[src/sv/stack_machine_evaluator_macros.svh]
// Assertion macros shared by the stack machine evaluator modules.
`ifndef STACK_MACHINE_EVALUATOR_MACROS_SVH
`define STACK_MACHINE_EVALUATOR_MACROS_SVH

// Same-cycle implication, disabled during reset.
`define SME_ASSERT_NOW(label, clk, rst_n, ante, cons, msg) \
  label: assert property (@(posedge clk) disable iff (!rst_n) (ante) |-> (cons)) \
    else $error(msg);

// Next-cycle implication, disabled during reset.
`define SME_ASSERT_NEXT(label, clk, rst_n, ante, cons, msg) \
  label: assert property (@(posedge clk) disable iff (!rst_n) (ante) |=> (cons)) \
    else $error(msg);

`endif

[src/sv/sme_pkg.sv]
// Shared types and constants of the stack machine evaluator.
package sme_pkg;

  localparam int WORD_W      = 32;
  localparam int ACT_W       = 3;
  localparam int OUT_DEPTH_W = 7;
  localparam int CNT_W       = $clog2(WORD_W);

  typedef enum logic [ACT_W-1:0] {
    ACT_LOAD    = 3'd0,
    ACT_ADD     = 3'd1,
    ACT_SUB     = 3'd2,
    ACT_MUL     = 3'd3,
    ACT_MOD     = 3'd4,
    ACT_INC     = 3'd5,
    ACT_DEC     = 3'd6,
    ACT_UNKNOWN = 3'd7
  } action_t;

  typedef struct packed {
    logic accept;
    logic rd_second;
    logic rd_below;
    logic exec;
    logic div_step;
    logic div_fin;
    logic load_top;
    logic post;
  } cmd_t;

  typedef struct packed {
    action_t act;
    logic    err;
    logic    bin_ok;
    logic    div_zero;
    logic    div_last;
  } sts_t;

endpackage

[src/sv/sme_datapath.sv]
// Datapath: stack memory, top-of-stack register, ALU, serial divider, result register.
`include "stack_machine_evaluator_macros.svh"

module sme_datapath #(
  parameter int STACK_DEPTH = 64
) (
  input  logic                                   clk,
  input  logic                                   rst_n,
  input  sme_pkg::cmd_t                          cmd,
  output sme_pkg::sts_t                          sts,
  input  logic [sme_pkg::ACT_W-1:0]              in_action,
  input  logic signed [sme_pkg::WORD_W-1:0]      in_immediate,
  output logic                                   out_error_seen,
  output logic [sme_pkg::OUT_DEPTH_W-1:0]        out_stack_depth,
  output logic signed [sme_pkg::WORD_W-1:0]      out_top_value,
  output logic                                   out_answer_valid
);

  localparam int CW = $clog2(STACK_DEPTH + 1);
  localparam int AW = $clog2(STACK_DEPTH);
  localparam int W  = sme_pkg::WORD_W;

  logic [W-1:0]  mem [STACK_DEPTH];
  logic [W-1:0]  rdata_r;
  logic [W-1:0]  top_r, top_nxt;
  logic [CW-1:0] depth_r, depth_nxt;
  logic          err_r, err_nxt;
  sme_pkg::action_t act_r;
  logic [W-1:0]  imm_r;
  logic [W-1:0]  rem_r, rem_nxt;
  logic [W-1:0]  dvd_r, dvd_nxt;
  logic [W-1:0]  dsr_r, dsr_nxt;
  logic          neg_r, neg_nxt;
  logic [sme_pkg::CNT_W-1:0] cnt_r, cnt_nxt;
  logic          wr_en;
  logic [AW-1:0] wr_addr;
  logic [AW-1:0] rd_addr;
  logic          rd_en;
  logic          bin_ok;
  logic          full;
  logic [W-1:0]  first, second;
  logic [W:0]    rem_sh;
  logic          out_err_r;
  logic [sme_pkg::OUT_DEPTH_W-1:0] out_depth_r;
  logic [W-1:0]  out_top_r;
  logic          out_ans_r;

  assign first   = top_r;
  assign second  = rdata_r;
  assign bin_ok  = depth_r >= CW'(2);
  assign full    = depth_r == CW'(STACK_DEPTH);
  assign wr_addr = AW'(depth_r - CW'(1));
  assign rd_addr = cmd.rd_below ? AW'(depth_r - CW'(1)) : AW'(depth_r - CW'(2));
  assign rd_en   = cmd.rd_below | cmd.rd_second;
  assign rem_sh  = {rem_r, dvd_r[W-1]};

  assign sts.act      = act_r;
  assign sts.err      = err_r;
  assign sts.bin_ok   = bin_ok;
  assign sts.div_zero = second == '0;
  assign sts.div_last = cnt_r == {sme_pkg::CNT_W{1'b1}};

  always_comb begin
    top_nxt   = top_r;
    depth_nxt = depth_r;
    err_nxt   = err_r;
    rem_nxt   = rem_r;
    dvd_nxt   = dvd_r;
    dsr_nxt   = dsr_r;
    neg_nxt   = neg_r;
    cnt_nxt   = cnt_r;
    wr_en     = 1'b0;
    if (cmd.exec && !err_r) begin
      case (act_r)
        sme_pkg::ACT_LOAD: begin
          if (full) begin
            err_nxt = 1'b1;
          end else begin
            wr_en     = depth_r != '0;
            top_nxt   = imm_r;
            depth_nxt = depth_r + CW'(1);
          end
        end
        sme_pkg::ACT_ADD, sme_pkg::ACT_SUB, sme_pkg::ACT_MUL: begin
          if (!bin_ok) begin
            err_nxt = 1'b1;
          end else begin
            depth_nxt = depth_r - CW'(1);
            if (act_r == sme_pkg::ACT_ADD) begin
              top_nxt = first + second;
            end else if (act_r == sme_pkg::ACT_SUB) begin
              top_nxt = first - second;
            end else begin
              top_nxt = first * second;
            end
          end
        end
        sme_pkg::ACT_MOD: begin
          if (!bin_ok) begin
            err_nxt = 1'b1;
          end else if (second == '0) begin
            err_nxt   = 1'b1;
            depth_nxt = depth_r - CW'(2);
          end else begin
            neg_nxt = first[W-1];
            dvd_nxt = first[W-1] ? (W'(0) - first) : first;
            dsr_nxt = second[W-1] ? (W'(0) - second) : second;
            rem_nxt = '0;
            cnt_nxt = '0;
          end
        end
        sme_pkg::ACT_INC: begin
          if (depth_r == '0) begin
            err_nxt = 1'b1;
          end else begin
            top_nxt = top_r + W'(1);
          end
        end
        sme_pkg::ACT_DEC: begin
          if (depth_r == '0) begin
            err_nxt = 1'b1;
          end else begin
            top_nxt = top_r - W'(1);
          end
        end
        default: begin
          err_nxt = 1'b1;
        end
      endcase
    end
    if (cmd.div_step) begin
      if (rem_sh >= {1'b0, dsr_r}) begin
        rem_nxt = W'(rem_sh - {1'b0, dsr_r});
      end else begin
        rem_nxt = rem_sh[W-1:0];
      end
      dvd_nxt = {dvd_r[W-2:0], 1'b0};
      cnt_nxt = cnt_r + sme_pkg::CNT_W'(1);
    end
    if (cmd.div_fin) begin
      top_nxt   = neg_r ? (W'(0) - rem_r) : rem_r;
      depth_nxt = depth_r - CW'(1);
    end
    if (cmd.load_top) begin
      top_nxt = rdata_r;
    end
  end

  always_ff @(posedge clk) begin
    if (wr_en) begin
      mem[wr_addr] <= top_r;
    end
    if (rd_en) begin
      rdata_r <= mem[rd_addr];
    end
  end

  always_ff @(posedge clk) begin
    if (!rst_n) begin
      depth_r <= '0;
      err_r   <= 1'b0;
    end else begin
      depth_r <= depth_nxt;
      err_r   <= err_nxt;
    end
  end

  always_ff @(posedge clk) begin
    top_r <= top_nxt;
    rem_r <= rem_nxt;
    dvd_r <= dvd_nxt;
    dsr_r <= dsr_nxt;
    neg_r <= neg_nxt;
    cnt_r <= cnt_nxt;
    if (cmd.accept) begin
      act_r <= sme_pkg::action_t'(in_action);
      imm_r <= in_immediate;
    end
    if (cmd.post) begin
      out_err_r   <= err_r;
      out_depth_r <= sme_pkg::OUT_DEPTH_W'(depth_r);
      out_top_r   <= (depth_r != '0) ? top_r : '0;
      out_ans_r   <= !err_r && (depth_r == CW'(1));
    end
  end

  assign out_error_seen   = out_err_r;
  assign out_stack_depth  = out_depth_r;
  assign out_top_value    = out_top_r;
  assign out_answer_valid = out_ans_r;

  `SME_ASSERT_NEXT(a_err_sticky, clk, rst_n, err_r, err_r, "Error flag cleared without reset.")
  `SME_ASSERT_NEXT(a_err_freeze, clk, rst_n, err_r && cmd.exec,
    $stable(depth_r) && $stable(top_r), "Stack changed after an error.")
  `SME_ASSERT_NOW(a_depth_max, clk, rst_n, 1'b1, depth_r <= CW'(STACK_DEPTH),
    "Stack depth beyond capacity.")

endmodule

[src/sv/sme_ctrl.sv]
// Controller: request handshakes and sequencing of the datapath per instruction.
`include "stack_machine_evaluator_macros.svh"

module sme_ctrl (
  input  logic          clk,
  input  logic          rst_n,
  input  logic          in_valid,
  output logic          in_ready,
  output logic          out_valid,
  input  logic          out_ready,
  input  sme_pkg::sts_t sts,
  output sme_pkg::cmd_t cmd
);

  typedef enum logic [5:0] {
    ST_IDLE  = 6'b000001,
    ST_EXEC  = 6'b000010,
    ST_DIV   = 6'b000100,
    ST_DFIN  = 6'b001000,
    ST_FETCH = 6'b010000,
    ST_LDTOP = 6'b100000
  } state_t;

  state_t state_r, state_nxt;
  logic   pend_r, pend_nxt;
  logic   out_valid_r, out_valid_nxt;
  logic   slot_free;
  logic   idle;

  assign idle      = state_r == ST_IDLE;
  assign slot_free = !out_valid_r || out_ready;
  assign in_ready  = idle && (!pend_r || slot_free);
  assign out_valid = out_valid_r;

  assign cmd.accept    = in_valid && in_ready;
  assign cmd.rd_second = idle;
  assign cmd.rd_below  = state_r == ST_FETCH;
  assign cmd.exec      = state_r == ST_EXEC;
  assign cmd.div_step  = state_r == ST_DIV;
  assign cmd.div_fin   = state_r == ST_DFIN;
  assign cmd.load_top  = state_r == ST_LDTOP;
  assign cmd.post      = idle && pend_r && slot_free;

  always_comb begin
    state_nxt     = state_r;
    pend_nxt      = pend_r && !cmd.post;
    out_valid_nxt = cmd.post || (out_valid_r && !out_ready);
    case (state_r)
      ST_IDLE: begin
        if (cmd.accept) begin
          state_nxt = ST_EXEC;
        end
      end
      ST_EXEC: begin
        if (!sts.err && sts.act == sme_pkg::ACT_MOD && sts.bin_ok) begin
          state_nxt = sts.div_zero ? ST_FETCH : ST_DIV;
        end else begin
          state_nxt = ST_IDLE;
          pend_nxt  = 1'b1;
        end
      end
      ST_DIV: begin
        if (sts.div_last) begin
          state_nxt = ST_DFIN;
        end
      end
      ST_DFIN: begin
        state_nxt = ST_IDLE;
        pend_nxt  = 1'b1;
      end
      ST_FETCH: begin
        state_nxt = ST_LDTOP;
      end
      ST_LDTOP: begin
        state_nxt = ST_IDLE;
        pend_nxt  = 1'b1;
      end
      default: begin
        state_nxt = ST_IDLE;
      end
    endcase
  end

  always_ff @(posedge clk) begin
    if (!rst_n) begin
      state_r     <= ST_IDLE;
      pend_r      <= 1'b0;
      out_valid_r <= 1'b0;
    end else begin
      state_r     <= state_nxt;
      pend_r      <= pend_nxt;
      out_valid_r <= out_valid_nxt;
    end
  end

  `SME_ASSERT_NEXT(a_accept_exec, clk, rst_n, cmd.accept, state_r == ST_EXEC,
    "Accepted request did not start execution.")
  `SME_ASSERT_NOW(a_pend_idle, clk, rst_n, pend_r, state_r == ST_IDLE,
    "Pending result outside the idle state.")
  `SME_ASSERT_NEXT(a_div_done, clk, rst_n, state_r == ST_DIV && sts.div_last,
    state_r == ST_DFIN, "Divider did not finish after its last step.")

endmodule

[src/sv/stack_machine_evaluator.sv]
// Top level of the stack machine evaluator: controller and datapath.
//
// Usage: each input request carries one instruction (in_action) and an
// immediate (in_immediate) that only load uses. Every request yields exactly
// one result request with the sticky error flag, the stack depth, the top
// value (zero when empty) and the answer-valid flag. Both channels use
// valid/ready handshakes.
// Sequencing: each instruction executes in the EXEC state and its result is then
// registered for output; mod runs through a one-bit-per-cycle divider (DIV, then
// DFIN), and a mod by zero loads the new top instead (FETCH, then LDTOP).
// Acceptance: a new instruction is taken only in the idle state, after the
// previous one has finished; the second operand comes from a registered read of
// the stack memory. Mod occupies the divider for 32 steps plus setup and finish.
// Reset: rst_n is synchronous and active low; it empties the stack and clears
// the error flag. Stack memory contents are not cleared.
// Stall: the result register holds while out_ready is low; one more request
// may finish behind it, after which in_ready stays low until the result is
// taken.
module stack_machine_evaluator #(
  parameter int STACK_DEPTH = 64
) (
  input  logic                                   clk,
  input  logic                                   rst_n,
  input  logic                                   in_valid,
  output logic                                   in_ready,
  input  logic [sme_pkg::ACT_W-1:0]              in_action,
  input  logic signed [sme_pkg::WORD_W-1:0]      in_immediate,
  output logic                                   out_valid,
  input  logic                                   out_ready,
  output logic                                   out_error_seen,
  output logic [sme_pkg::OUT_DEPTH_W-1:0]        out_stack_depth,
  output logic signed [sme_pkg::WORD_W-1:0]      out_top_value,
  output logic                                   out_answer_valid
);

  sme_pkg::cmd_t cmd;
  sme_pkg::sts_t sts;

  sme_ctrl u_ctrl (
    .clk       (clk),
    .rst_n     (rst_n),
    .in_valid  (in_valid),
    .in_ready  (in_ready),
    .out_valid (out_valid),
    .out_ready (out_ready),
    .sts       (sts),
    .cmd       (cmd)
  );

  sme_datapath #(
    .STACK_DEPTH (STACK_DEPTH)
  ) u_datapath (
    .clk              (clk),
    .rst_n            (rst_n),
    .cmd              (cmd),
    .sts              (sts),
    .in_action        (in_action),
    .in_immediate     (in_immediate),
    .out_error_seen   (out_error_seen),
    .out_stack_depth  (out_stack_depth),
    .out_top_value    (out_top_value),
    .out_answer_valid (out_answer_valid)
  );

endmodule

[config.mk]
export PLATFORM = sky130hd
export DESIGN_NAME = stack_machine_evaluator
export DESIGN_NICKNAME = d
export VERILOG_FILES = /design/src/sv/sme_pkg.sv /design/src/sv/sme_datapath.sv /design/src/sv/sme_ctrl.sv /design/src/sv/stack_machine_evaluator.sv
export VERILOG_INCLUDE_DIRS = /design/src /design/src/sv
export SDC_FILE = /design/constraint.sdc
export NUM_CORES = 2
export LEC_CHECK = 0
export ABC_CLOCK_PERIOD_IN_PS = 11200
export BUFFER_PORTS_ARGS = -buffer_cell sky130_fd_sc_hd__clkbuf_2
export CAP_MARGIN = 0
export CORE_MARGIN = 3
export CORE_UTILIZATION = 45
export DETAILED_ROUTE_END_ITERATION = 8
export GPL_TIMING_DRIVEN = 0
export HOLD_SLACK_MARGIN = 0.03
export SETUP_SLACK_MARGIN = 0.2
export SLEW_MARGIN = 20
export SYNTH_ARGS = -nofsm -noshare
export SYNTH_HDL_FRONTEND = slang
export SYNTH_SLANG_ARGS = --single-unit
export TNS_END_PERCENT = 5
[constraint.sdc]
create_clock -name clk -period 11.2 [get_ports clk]
set_clock_uncertainty 0.05 [all_clocks]
set_input_delay 1.68 -clock clk [delete_from_list [all_inputs] [get_ports clk]]
set_output_delay 1.68 -clock clk [all_outputs]
set_load 0.02 [all_outputs]
After elaboration in Yosys (flattened, before gate mapping)

Memory sizes are Yosys's and may differ from the RTL's. A register that Yosys moved wholly into a read port is not among the register bits.
Index checks and enable logic that the tools add are counted.
Widths: inputs -> output; s select.

Register bits: 226
RAM bits: 2048
Output and inout bits: 43
Memories kept: 1

Add/subtract/negate cells: 12
Multiply operators: 1
Order comparisons: 2
Equal/unequal tests: 30
Mux-type cells: 55
Bitwise gates (word level): 2
Reduce and logical (&&, ||, !) cells: 38

Memories:

| memory         | words | bits a word | read ports | clocked after memory_dff | write ports | RTL line           | text |
|---|---|---|---|---|---|---|---|
| u_datapath.mem | 64    | 32          | 1          | 1                        | 1           | sme_datapath.sv:23 | `logic [W-1:0] mem [STACK_DEPTH];` |

Operators with widths:

| operator              | number |
|---|---|
| $mux 32               | 22 |
| $pmux 32 s4           | 1 |
| $sub 1x32->32 const A | 3 |
| $sub 32x32->32        | 2 |
| $mux 7                | 6 |
| $ge 33x32->1          | 1 |
| $add 32x1->32 const B | 1 |
| $add 32x32->32        | 1 |
| $logic_not 32->1      | 1 |
| $mul 32x32->32        | 1 |
| $sub 32x1->32 const B | 1 |
| $mux 31               | 1 |
| $mux 5                | 6 |
| $mux 6                | 4 |
| $pmux 6 s4            | 1 |
| $pmux 7 s3            | 1 |
| $ne 4x4->1 const B    | 3 |
| $reduce_and 6->1      | 2 |
| $mux 1                | 11 |
| $logic_and 1x1->1     | 10 |
| $eq 3x3->1 const B    | 3 |
| $ne 3x2->1 const B    | 3 |
| $reduce_and 4->1      | 2 |
| $reduce_bool 2->1     | 4 |
| other kinds (36)      | 49 |

Depth between registers and ports, before layout

Depth in word-level cells: 8
Mapped depth: 29
Mapped depth without buffers: 26

Modules after synthesis

A second synthesis with hierarchy kept.

Cells, all modules: 7373
Area total of the unflattened synthesis: 114068.2 sq um

Modules (own cells, without submodules):

| module       | instances | cells an instance | area an instance (sq um) | sequential area each (sq um) |
|---|---|---|---|---|
| sme_datapath | 1         | 7314              | 113561.4                 | 68916.1 |
| sme_ctrl     | 1         | 59                | 506.7                    | 160.2 |

Worst setup path before layout

Ideal clock, no wire load.

Kind: register -> register
From: reg u_datapath.top_r[16] (netlist: u_datapath.first[16])
To: reg u_datapath.top_r[31] (netlist: u_datapath.first[31]) (data pin)
Library setup time: 0.269 ns
Data arrival time: 7.932 ns
Required time: 10.881 ns
Setup slack: 2.949 ns
Stages on the path, launching flop included: 26
Path through: edfxtp_1 clkbuf_1 clkbuf_1 and2_1 fa_1 fa_1 fa_1 inv_1 fa_1 inv_1 fa_1 fa_1 fa_1 fa_1 ha_1 clkbuf_1 nand3_1 a211o_1 nand2_1 a21o_1 nand3_1 o21ai_0 a2111oi_0 or4_1 a21oi_1 o41ai_1

Word-level cells in the longest chain between the ends: 8
Elaborated cells on any way between the ends: 14
Classes of those cells: add/sub (4); mul (1); mux (9)

RTL lines:

| item                                                    | RTL line                               | text |
|---|---|---|
| from (decl)                                             | sme_datapath.sv:25                     | `logic [W-1:0] top_r, top_nxt;` |
| from (signal assigned)                                  | sme_datapath.sv:169                    | `top_r <= top_nxt;` |
| $mul 32x32->32 / $sub 32x32->32 (equally long branches) | sme_datapath.sv:94, sme_datapath.sv:92 |  |
| $mux 32                                                 | sme_datapath.sv:91                     | `end else if (act_r == sme_pkg::ACT_SUB) begin` |
| $mux 32                                                 | sme_datapath.sv:89                     | `if (act_r == sme_pkg::ACT_ADD) begin` |
| $mux 32                                                 | sme_datapath.sv:85                     | `if (!bin_ok) begin` |
| $pmux 32 s4 *                                           | sme_datapath.sv:74                     | `case (act_r)` |
| $mux 32 *                                               | sme_datapath.sv:73                     | `if (cmd.exec && !err_r) begin` |
| $mux 32 *                                               | sme_datapath.sv:140                    | `if (cmd.div_fin) begin` |
| $mux 32 *                                               | sme_datapath.sv:144                    | `if (cmd.load_top) begin` |
| named net u_datapath.top_nxt[31]                        | sme_datapath.sv:25                     |  |

The timed path passes the listed nets; every way through them passes the cells marked *. The select of a mux whose other input is x is not followed.
A chain may end at the register's enable or synchronous reset.

Worst setup path after layout

From: reg u_datapath.top_r[13] (netlist: u_datapath.first[13])
To: reg u_datapath.top_r[31] (netlist: u_datapath.first[31]) (data pin)

Same word-level chain as after synthesis.

==> results.yml <==
timing:
  rsz0062_at_grt: "false"
  worst_slew_pin_slew_ns: 1.39
  fin_crit_sh_pct: 96.4
  max_freq_mhz: 92.6
  setup_viol: 0
  finalHoldViolCount: 0
  slew_headroom_pct: 6.59
  layout_min_cycle_time_ns: 10.80
  slew_viol_final: 0
clock_tree:
  cts_tree: "done"
  postCtsSetupRepairBufs: 0
  cts-root-buf: "clkbuf_16"
  cts_resized: 0
  ctsHoldBuffers: 0
  clk_pin_slew_worst_paths_ns: 0.06
  ctsHtreeMaxLevel: 4
  cts_buffer_depth: 3
  cts_num_sinks: 2306
  clock_latency_ns: 0.90
  cts_made_buffers: 235
worst_setup_path:
  r2r_end: "u_datapath.first[31]"
  start_kind: "flop"
  worstPathArrival_ns: 11.31
  slowest_delay_ns: 0.81
  crit_path_end_kind: "flop"
  r2r_cells: 26
  worstReg2RegStart: "u_datapath.first[13]"
  cp_slowest_cell: "edfxtp_1"
  path_class: "reg2reg"
  r2r_setup_slack_ns: 0.40
  crit_fanout: 13
  crit_top_cell: "fa_1"
  crit_required_ns: 11.71
floorplan:
  std_cell_rows: 183
  design.die.area_um2: 259000
  core_area_um2: 250000
  fp.dieW_um: 509
  start_util_pct: 45.5
  die_h_um: 509
  io_pins: 82
routing:
  drc: 0
  firstDrtPassIters: 7
  drt_iter0_drc: 8260
  postRouteWirelength_um: 370000
  via_count: 69500
  routedWlPerCell_um: 32.5
  viasPerCell: 6.09
  ant_nets: 0
final_layout:
  mostFrequentLayoutCells: "edfxtp_1 (2289), mux4_2 (512), inv_1 (502)"
  post_layout_nonfiller_instances: 11400
  drive_gt1_share_pct: 16.7
  nNetsFinal: 8588
  syn_to_final_growth_pct: 15.2
  layout_commonest_cell: "edfxtp_1"
synthesis:
  async_reset_ff_share_pct: 0
  synthTopCellsByArea: "edfxtp_1 (60%), mux4_2 (10%), fa_1 (7.2%)"
  synth-seq-cells: 2306
  yosysWarnings: 0
  synth_seq_area_share_pct: 60.7
  synth_top_area_cell: "edfxtp_1"
  syn-num-nets: 8048
  yosysUniqueCellTypes: 81
  syn_area_per_cell_um2: 15.5
  synth_top_area_share_pct: 60.4
  synth_area_um2: 114000
  syn_inst: 7338
  ys.flop_type: "edfxtp_1"
  synth_edf_count: 2289
grt:
  grt_pass1_vias: 68900
  grt_util_all_layers_pct: 28.6
  grt_start_max_net_pins: 38
  antenna_found_initial: 21
  grt_overflow_total: 0
  grt_first_pass_wirelength_um: 522000
hold_path:
  whs_endpoint: "u_datapath.out_stack_depth[5]"
  min_path_type: "reg2reg"
  min_from: "u_datapath.depth_r[5]"
  holdPathStages: 0
run_status:
  run_status: "complete, no violations"
placed_design:
  hpwlAfterDp_um: 281000
  dp.cells: 11000
  io_buffers: 81
  routabilityCongestion: 0.990
flow_run:
  drv_cap: 0
-- state kept, by name, indices dropped and copies added (netlist names), 7 cells and up --
signal                      count
u_datapath.dvd_r               32
u_datapath.dsr_r               32
u_datapath.out_stack_depth      7
u_datapath.rem_r               32
u_datapath.rdata_r             32
u_datapath.mem               2048
u_datapath.imm_r               32
u_datapath.depth_r              7
u_datapath.first               32
u_datapath.out_top_value       32
-- synthesized netlist by cell type, types with 30 or more instances --
library cell / n
nor2b_1: 150
a211oi_1: 259
nand3_1: 61
clkbuf_1: 329
o21ai_0: 178
nand2b_1: 34
buf_2: 54
xor2_1: 84
and2_1: 300
edfxtp_1: 2289
inv_1: 502
ha_1: 259
a31oi_1: 30
nor3_1: 42
mux4_2: 512
mux2i_1: 157
fa_1: 412
a21oi_1: 297
nand2_1: 395
o31ai_1: 49
xnor2_1: 167
nor2_1: 294
o22ai_1: 35
a21o_1: 43
-- how the worst max path moves through the flow --
stage	slack, ns	cells past startpoint	from	end
after floorplan	2.95	25	u_datapath.first[16]	u_datapath.first[31]
after global placement	-0.94	24	u_datapath.first[13]	u_datapath.first[31]
after detailed placement	0.57	27	u_datapath.first[18]	u_datapath.first[31]
after CTS	0.52	27	u_datapath.first[18]	u_datapath.first[31]
after global routing	0.23	28	u_datapath.first[13]	u_datapath.first[31]
final	0.40	26	u_datapath.first[13]	u_datapath.first[31]
-- per-layer routing --
layer	vias up	GRT usage (%)	part of all wire, %
li1	28900	-	-
met1	36500	40.6	41
met2	3401	43.2	45
met3	616	6.70	9.6
met4	2	10.5	4.3
met5	-	0	0.0035
-- per-stage QoR --
step / setup slack (ns) / cell area [um^2] / hold WS [ns] / utilization, % / setup TNS [ns]
2_1_floorplan: 2.95 / 114000 / 0.356 / - / 0
3_3_place_gp: -0.938 / 118000 / 0.390 / 47.3 / -4.13
3_5_place_dp: 0.575 / 123000 / 0.384 / 49.3 / 0
4_1_cts: 0.518 / 131000 / 0.424 / 52.4 / 0
5_1_grt: 0.231 / 131000 / 0.436 / 52.4 / 0
6_report: 0.401 / 131000 / 0.414 / 52.4 / 0
-- critical path, delay by kind of cell (launching register included) --
kind / cells / cell delay, ns
buffers and inverters: 6 / 2.38
adders and majority gates: 9 / 4.29
and+or+nand+nor: 5 / 1.06
AOI/OAI and AO/OA: 6 / 1.84
DFF: 1 / 0.81
-- layout make-up --
type / count / area [um^2]
inverter: 508 / 1910
tap: 3330 / 4170
fill: 20500 / 119000
sequential: 2306 / 69100
clock inverter: 144 / 1630
timing repair buffer: 303 / 4750
antenna: 4 / 10.0
buffer: 412 / 1650
clock buffer: 288 / 6100
multi-input combinational: 4112 / 41800
-- kinds of logic (layout without fill, tap and decap cells) --
group | Yosys count | after routing | share of synthesized area (%)
AO/OA/AOI/OAI | 1122 | 1122 | 6.48
multiplexers | 674 | 674 | 11.6
other | 0 | 4 | 0
adder cells (fa/ha/maj) | 671 | 671 | 10.1
flip-flops | 2306 | 2306 | 60.7
buffers and inverters | 920 | 1655 | 3.11
AND/OR/NAND/NOR | 1394 | 1394 | 6.10
XOR/XNOR | 251 | 251 | 1.93
Power is left out: the tool's default activity adds up to more than one toggle a clock period on the data nets, which glitch-free logic cannot reach.
